==> src/design/vdc_pkg.sv <==
// Shared constants and controller-to-datapath command type for the vertex dedup cache.
package vdc_pkg;

  // Cache geometry and index width
  localparam int CACHE_ENTRIES = 32;
  localparam int INDEX_BITS    = 24;
  localparam int SLOT_BITS     = (CACHE_ENTRIES > 1) ? $clog2(CACHE_ENTRIES) : 1;

  // Field widths
  localparam int ID_BITS   = 31;
  localparam int WORD_BITS = 32;
  localparam int ATTR_BITS = 6 * WORD_BITS;
  localparam int MEM_BITS  = ATTR_BITS + INDEX_BITS;

  // One command per datapath phase
  typedef struct packed {
    logic capture;  // latch the corner, clear on mesh start
    logic match;    // compare ids against every entry
    logic pick;     // encode first hit, read its entry
    logic decide;   // compare attributes, allocate, write back, emit
  } cmd_t;

endpackage

==> src/design/vdc_ctrl.sv <==
// Sequencer for one corner lookup: capture, id match, entry read, decide.
module vdc_ctrl (
  input  logic           clk,
  input  logic           rst_n,
  input  logic           start,
  output logic           busy,
  output vdc_pkg::cmd_t  cmd
);

  typedef enum logic [3:0] {
    S_IDLE   = 4'b0001,
    S_MATCH  = 4'b0010,
    S_PICK   = 4'b0100,
    S_DECIDE = 4'b1000
  } state_t;

  state_t state_r, state_nxt;

  // Next-state logic
  always_comb begin
    state_nxt = state_r;
    case (state_r)
      S_IDLE:   if (start) state_nxt = S_MATCH;
      S_MATCH:  state_nxt = S_PICK;
      S_PICK:   state_nxt = S_DECIDE;
      S_DECIDE: state_nxt = S_IDLE;
      default:  state_nxt = S_IDLE;
    endcase
  end

  always_ff @(posedge clk) begin
    if (!rst_n) begin
      state_r <= S_IDLE;
    end else begin
      state_r <= state_nxt;
    end
  end

  // Commands and handshake
  assign busy        = (state_r != S_IDLE);
  assign cmd.capture = (state_r == S_IDLE) && start;
  assign cmd.match   = (state_r == S_MATCH);
  assign cmd.pick    = (state_r == S_PICK);
  assign cmd.decide  = (state_r == S_DECIDE);

  // Each accepted corner walks the phases in order
  a_match_follows: assert property (@(posedge clk) disable iff (!rst_n)
    cmd.capture |=> cmd.match)
    else $error("match phase did not follow capture");
  a_decide_follows: assert property (@(posedge clk) disable iff (!rst_n)
    cmd.match |=> ##1 cmd.decide)
    else $error("decide phase did not follow match by two cycles");
  a_one_phase: assert property (@(posedge clk) disable iff (!rst_n)
    $onehot0({cmd.capture, cmd.match, cmd.pick, cmd.decide}))
    else $error("more than one phase commanded");

endmodule

==> config.mk <==
export PLATFORM = sky130hd
export DESIGN_NAME = vdc_ctrl
export DESIGN_NICKNAME = d
export VERILOG_FILES = /design/src/design/vdc_pkg.sv /design/src/design/vdc_ctrl.sv
export SDC_FILE = /design/constraint.sdc
export NUM_CORES = 1
export LEC_CHECK = 0
export BUFFER_PORTS_ARGS = -buffer_cell sky130_fd_sc_hd__clkbuf_2
export CORE_AREA = 2 2 39 41
export DETAILED_ROUTE_END_ITERATION = 12
export DIE_AREA = 0 0 41 43
export GPL_TIMING_DRIVEN = 1
export SLEW_MARGIN = 5
export SYNTH_ARGS = -nofsm -noshare
export SYNTH_HDL_FRONTEND = slang
export SYNTH_SLANG_ARGS = --single-unit
==> constraint.sdc <==
create_clock -name clk -period 1.4 [get_ports clk]
set_clock_uncertainty 0.05 [all_clocks]
set_input_delay 0.21 -clock clk [delete_from_list [all_inputs] [get_ports clk]]
set_output_delay 0.21 -clock clk [all_outputs]
set_load 0.03 [all_outputs]
Yosys cells after proc, flatten, opt, wreduce, memory -nomap -nowiden
Index checks and enable logic that the tools add are counted.
- register bits: 4
- input port bits: 3
- output and inout bits: 5
- word-level logic and storage cells: 10
- eq/ne operators: 6
- mux-type cells: 2
- reductions and logical operators: 1
- operator list (kind ; number):
    one-hot mux 4 bit (3 select lines) ; 1
    equality test 4 x 1 -> 1 bit (second input constant) ; 1
    equality test 4 x 2 -> 1 bit (second input constant) ; 1
    equality test 4 x 3 -> 1 bit (second input constant) ; 1
    equality test 4 bit (second input constant) ; 1
    2-to-1 mux 4 bit ; 1
    inequality test 4 x 1 -> 1 bit (second input constant) ; 1
    inequality test 2 bit (second input constant) ; 1
    logical AND 1 bit ; 1

Depth between registers and ports, before layout
Gate-level depths: netlist of run 1.
- word-level depth: 2
- mapped depth: 3
- gate-level depth less buffers: 2

Least setup slack after synthesis of run 1
Ideal clock, no wire load.
- kind: reg-to-output
- start: register state_r[3]
- end: output port cmd[0] (netlist bit)
- arrival: 1.428 ns
- data required time: 1.140 ns
- setup slack: -0.288 ns
- stages on the path, launching flop included: 2
- buffers on the path: 0
- cells stage by stage: dfxtp_1 -> nor4b_1
- RTL lines (item ; line ; text):
    start: declaration ; vdc_ctrl.sv:17 ; state_t state_r, state_nxt;
    start signal: assignment ; vdc_ctrl.sv:35 ; state_r <= state_nxt;
    end: declaration ; vdc_ctrl.sv:7 ; output vdc_pkg::cmd_t cmd

==> impl_metrics.py, run 1 <==
metrics = {
    "layout": {
        "area_delta_synth_final_pct": 119,
        "top_regs": "state_r (4)",
        "antenna_cells": 0,
        "largest_register": "state_r",
        "largest_register_ffs": 4,
        "stdcell_count": 57,
        "drive_above_1_share_pct": 73.2,
        "fin_nets": 46,
    },
    "timing": {
        "rsz0062_at_grt": "yes",
        "period_minus_slack_ns": 1.55,
        "worst_slack_ns": -0.152,
        "worstMarginPinSlew_ns": 0.330,
        "finalSetupViolCount": 5,
        "maxSlewHeadroom_pct": 77.7,
        "fin_crit_sh_pct": 111,
        "max_freq_mhz": 644,
        "finalMaxSlewViolations": 0,
        "tns_ns": -0.462,
        "final_hold_viol_count": 0,
    },
    "die": {
        "rows": 14,
        "core_um2": 1380,
        "io_pins": 8,
        "initial_core_util_pct": 14.6,
        "die_height_um": 43,
        "die-area_um2": 1760,
        "die_w_um": 41,
    },
    "synth": {
        "synth_area_leaders": "dfxtp_1 (40%), and2_1 (9.3%), nor4b_1 (8.7%), nor4b_2 (7.5%), nor2b_1 (6.2%)",
        "ys_types": 13,
        "ys_seq_elements": 4,
        "yosysSeqAreaShare_pct": 39.8,
        "syn_nets": 23,
        "netlist.area_leader.share_pct": 39.8,
        "netlist_area_um2": 201,
        "netlist_instances": 20,
        "yosysWarnings": 0,
        "avgSynthCellArea_um2": 10.1,
        "synth_top_cell_by_area": "dfxtp_1",
    },
    "place": {
        "port_buffers": 7,
        "placedCellCount": 47,
        "dp_hpwl_um": 367,
        "dp_slack_ns": 0.0170,
        "gp_congestion": 0.775,
    },
    "setup_path": {
        "reg2reg_depth": 5,
        "cp_max_fo": 3,
        "reg2reg_setup_slack_ns": 0.07,
        "regToRegEndpoint": "state_r[0]$_SDFFE_PN1P_",
        "worstPathArrival_ns": 1.29,
        "start_kind": "flop",
        "crit_required_ns": 1.14,
        "path_cells": "buf_6 > or3b_4 > nor2_2 > clkbuf_8",
        "crit-reg2reg-launch": "state_r[1]$_SDFFE_PN0P_",
        "crit_type": "reg -> out",
        "cp-end-kind": "primary output",
        "critPathMaxStageDelay_ns": 0.37,
        "slowest_stage": "or3b_4",
    },
    "global_routing": {
        "overflow": 0,
        "grt_usage_pct": 8.63,
        "grt_antenna_before_repair": 0,
        "grt_max_degree": 6,
        "grt_pass1_wl_um": 876,
        "grt_pass1_vias": 232,
    },
    "clock_network": {
        "clock-root-buffer": "clkbuf_4",
        "cts_tree": "done",
        "cts_max_level": 1,
        "clock_sinks": 4,
        "clock_latency_ns": 0.24,
        "cts_buffers": 3,
        "clock_path_buffers": 2,
        "clk_pin_slew_worst_paths_ns": 0.04,
    },
    "pwr": {
        "leakage_nw": 0.200,
        "p_seq_share_pct": 35.1,
        "internal-power_mw": 0.261,
        "combinationalPowerShare_pct": 24.5,
        "power_density_nw_per_um2": 798,
        "ir_drop_mv": 0.230,
        "pwr-share-clk_pct": 40.4,
        "p_sw_mw": 0.0915,
        "swShare_pct": 25.9,
    },
    "worst_hold_path": {
        "min_path_cells": 2,
        "hold_end": "state_r[2]$_SDFFE_PN0P_",
        "hold_path.class": "in -> reg",
        "min_from": "rst_n",
    },
    "detailed_routing": {
        "viasPerCell": 4.25,
        "route.detailed.drc": 0,
        "wire_per_inst_um": 10.4,
        "wl_um": 590,
        "first_iter_violations": 5,
        "drtAntennaViolNets": 0,
        "firstDrtPassIters": 4,
        "vias": 242,
    },
    "status": {
        "status": "complete, but fails checks",
        "violations": "setup timing",
    },
    "run": {
        "max_cap_viol_count": 0,
    },
}
==> cell usage in the layout, fill, tap and decap left out <==
cell,n
a22oi_1,1
and2_1,3
buf_4,8
buf_6,5
clkbuf_2,3
clkbuf_4,4
clkbuf_8,2
dfxtp_1,1
dfxtp_2,3
inv_1,1
nor2_2,1
nor2b_1,2
nor3b_1,1
nor4b_2,1
nor4b_4,2
nor4bb_1,1
or3b_4,1
xor2_1,1
==> how the worst max path moves through the flow <==
stage,start,end,slack (ns)
2_1_floorplan,state_r[1]$_SDFFE_PN0P_,state_r[2]$_SDFFE_PN0P_,0.04
3_3_place_gp,state_r[1]$_SDFFE_PN0P_,cmd[3],-0.009
3_5_place_dp,state_r[1]$_SDFFE_PN0P_,cmd[3],0.02
4_1_cts,state_r[1]$_SDFFE_PN0P_,cmd[1],-0.17
5_1_grt,state_r[1]$_SDFFE_PN0P_,busy,-0.18
6_report,state_r[1]$_SDFFE_PN0P_,cmd[1],-0.15
==> stage by stage <==
| stage | power [mW] | instance area [µm²] | hold WS [ns] | utilization, % |
|---|---|---|---|---|
| CTS | 0.351 | 409 | 0.153 | 29.6 |
| global placement | 0.187 | 293 | 0.400 | 21.2 |
| detailed placement | 0.188 | 293 | 0.401 | 21.2 |
| floorplan | 0.161 | 208 | 0.282 | - |
| finish | 0.353 | 442 | 0.174 | 31.9 |
| global route | 0.366 | 442 | 0.181 | 31.9 |
==> cells in the mapped netlist <==
library cell,instances
dfxtp_1,4
xor2_1,1
buf_4,1
a22oi_1,1
nor2b_1,2
nor2_1,1
nor4b_1,2
nor3b_1,1
nor4bb_1,1
or3b_1,1
nor4b_2,1
inv_1,1
and2_1,3
==> critical path: cells and delay by family, from the launching register on <==
family,cells,cell delay [ns]
buffers and inverters,2,0.28
AND/OR/NAND/NOR,2,0.47
flip-flops,1,0.32
==> power groups by stage <==
stage | clock network, mW | logic (mW) | registers, mW
4_1_cts | 0.147 | 0.0803 | 0.124
2_1_floorplan | 0 | 0.0339 | 0.127
6_report | 0.143 | 0.0863 | 0.124
3_3_place_gp | 0 | 0.0637 | 0.124
3_5_place_dp | 0 | 0.0641 | 0.124
5_1_grt | 0.150 | 0.0921 | 0.124
==> timing repair <==
action | 4_1_cts | 5_1_grt
buffers inserted | 5 | 2
endpoints found under the setup margin | 5 | 5
pin swaps | 3 | 2
resized for setup | 15 | 5
hold buffers | 0 | 0
==> routing by layer <==
metal | GRT usage (%) | vias to the layer above | routed length, µm
met5 | 0 | - | 0
met4 | 14.0 | 0 | 25
met3 | 3.14 | 3 | 19
met2 | 11.6 | 7 | 315
met1 | 7.07 | 115 | 231
li1 | - | 117 | -
==> cell families (layout without fill, tap and decap cells) <==
group           Yosys count  count (layout)  share of synthesized area (%)
compound gates            1               1                           3.73
simple gates             12              12                           46.6
buf+inv                   2              23                           5.59
xor+xnor                  1               1                           4.35
flops                     4               4                           39.8
==> cell type report <==
class / instances / area, µm²
Clock buffer: 3 / 22.5
Fill cell: 153 / 942
Inverter: 1 / 3.75
Multi-Input combinational cell: 14 / 145
Sequential cell: 4 / 83.8
Tap cell: 16 / 20.0
Timing Repair Buffer: 19 / 166
No activity file was read; power rests on OpenSTA's default activity.
==> inputs of run 2 (changes only) <==
CTS_BUF_LIST = sky130_fd_sc_hd__clkbuf_8   (was unset)
==> run 2 against run 1 <==
Compared with the run above: the run still ends with setup timing left; non-clock buffer count unchanged; sequential share of layout area decreased by 0.77 points; flip-flop and latch count unchanged; cell count unchanged; maximum frequency increased by 1.3%; routed wire length increased by 4.1%; critical path depth unchanged; utilization increased by 1.4 points; critical path type unchanged.
==> impl_metrics.py, run 2 (synthesis results as in run 1) <==
metrics = {
    "detailed_routing": {
        "first_iter_violations": 3,
        "firstDrtPassIters": 2,
        "vias": 234,
        "wl_um": 614,
        "route.detailed.drc": 0,
        "drtAntennaViolNets": 0,
        "wire_per_inst_um": 10.8,
        "viasPerCell": 4.11,
    },
    "global_routing": {
        "busiest_layer": "met4",
        "grt_usage_pct": 9.24,
        "met1_usage_pct": 8.04,
        "grt_max_degree": 6,
        "overflow": 0,
        "grt_pass1_vias": 236,
        "grt.met3_usage_pct": 4.71,
        "grt_antenna_before_repair": 0,
        "grt_pass1_wl_um": 931,
        "met2_usage_pct": 11.6,
    },
    "place": {
        "port_buffers": 7,
        "dp_hpwl_um": 367,
        "gp_congestion": 0.775,
    },
    "die": {
        "core_um2": 1380,
        "initial_core_util_pct": 14.6,
        "die_height_um": 43,
        "die-area_um2": 1760,
        "rows": 14,
        "die_w_um": 41,
        "io_pins": 8,
    },
    "timing": {
        "tns_ns": -0.351,
        "max_freq_mhz": 653,
        "final_hold_viol_count": 0,
        "worst_slack_ns": -0.132,
        "maxSlewHeadroom_pct": 77.7,
        "fin_crit_sh_pct": 109,
        "worstMarginPinSlew_ns": 0.330,
        "whs_ns": 0.181,
        "finalMaxSlewViolations": 0,
        "period_minus_slack_ns": 1.53,
        "rsz0062_at_grt": "yes",
        "finalSetupViolCount": 5,
    },
    "layout": {
        "area_delta_synth_final_pct": 129,
        "seqCellArea_um2": 83.8,
        "drive_above_1_share_pct": 73.2,
        "top_regs": "state_r (4)",
        "final_common_cell": "buf_4",
        "largest_register_ffs": 4,
        "multi_input_area_um2": 145,
        "largest_register": "state_r",
        "antenna_cells": 0,
        "fill_cells": 151,
        "fin_nets": 46,
        "mostFrequentLayoutCells": "buf_4 (8), clkbuf_8 (5), buf_6 (5)",
    },
    "clock_network": {
        "clock_path_buffers": 2,
        "cts_buffers": 3,
        "clk_pin_slew_worst_paths_ns": 0.03,
        "cts_tree": "done",
        "clock-root-buffer": "clkbuf_8",
        "clock_latency_ns": 0.22,
        "clock_sinks": 4,
        "cts_max_level": 1,
    },
    "setup_path": {
        "slowest_stage": "or3b_4",
        "critPathMaxStageDelay_ns": 0.37,
        "cp_num_buf_inv": 2,
        "crit_required_ns": 1.14,
        "reg2reg_setup_slack_ns": 0.07,
        "worstPathArrival_ns": 1.27,
        "start_kind": "flop",
        "cp-end-kind": "primary output",
        "path_delay_family": "simple AND/OR/NAND/NOR gates",
        "path_cells": "buf_6 > or3b_4 > nor2_2 > clkbuf_8",
        "crit_type": "reg -> out",
        "cp_max_fo": 3,
    },
    "pwr": {
        "leakage_nw": 0.208,
        "ir_drop_mv": 0.294,
        "power_density_nw_per_um2": 983,
        "fin_total_pwr_mw": 0.453,
    },
    "status": {
        "violations": "setup timing",
        "status": "complete, but fails checks",
    },
    "run": {
        "max_cap_viol_count": 0,
    },
    "worst_hold_path": {
        "hold_path.class": "in -> reg",
    },
}
## run 2: cell counts in the layout (fill, tap and decap cells not counted)
Identical to the previous run, type by type.
## run 2: report_power, final
group	switching, mW	total [mW]	internal, mW
combinational	0.0409	0.0862	0.0453
clock	0.0592	0.242	0.183
sequential	0.00385	0.124	0.120
total	0.104	0.453	0.349
## run 2: path summary, 6_finish.rpt
kind | start | to | depth (start not counted)
max | state_r[1]$_SDFFE_PN0P_ | cmd[1] | 4
min | rst_n | state_r[2]$_SDFFE_PN0P_ | 2
max reg2reg | state_r[1]$_SDFFE_PN0P_ | state_r[0]$_SDFFE_PN1P_ | 5
min reg2reg | state_r[0]$_SDFFE_PN1P_ | state_r[3]$_SDFFE_PN0P_ | 3
## run 2: metal layers
layer / wire (µm) / share of wire (%)
met4: 0 / 0
met1: 252 / 41
met5: 0 / 0
met2: 346 / 56
met3: 15 / 2.4
## run 2: worst register-to-register path, stage by stage (launching register included)
cell,delay [ns]
dfxtp_2,0.32
buf_6,0.12
buf_6,0.10
buf_4,0.13
nor4bb_1,0.35
a22oi_1,0.14
## run 2: area by class of cell
type / instances / share of cell area (%)
multi-input cells: 14 / 31.5
clock buffers: 3 / 8.97
well taps: 16 / 4.35
inverters: 1 / 0.815
repair buffers: 19 / 36.1
flip-flops and latches: 4 / 18.2
## run 2: timing repair
| action | 4_1_cts | 5_1_grt |
|---|---|---|
| resized for setup | 15 | 5 |
| setup endpoints to repair | 5 | 5 |
| pin swaps | 3 | 2 |
| hold buffers | 0 | 0 |
| buffers inserted | 5 | 2 |
## run 2: per-stage QoR
step	setup slack (ns)	instance area [µm²]	util, %	std cells
2_1_floorplan	0.0365	208	-	20
3_3_place_gp	-0.00899	293	21.2	47
3_5_place_dp	0.0170	293	21.2	47
4_1_cts	-0.151	428	30.9	55
5_1_grt	-0.163	460	33.3	57
6_report	-0.132	460	33.3	57
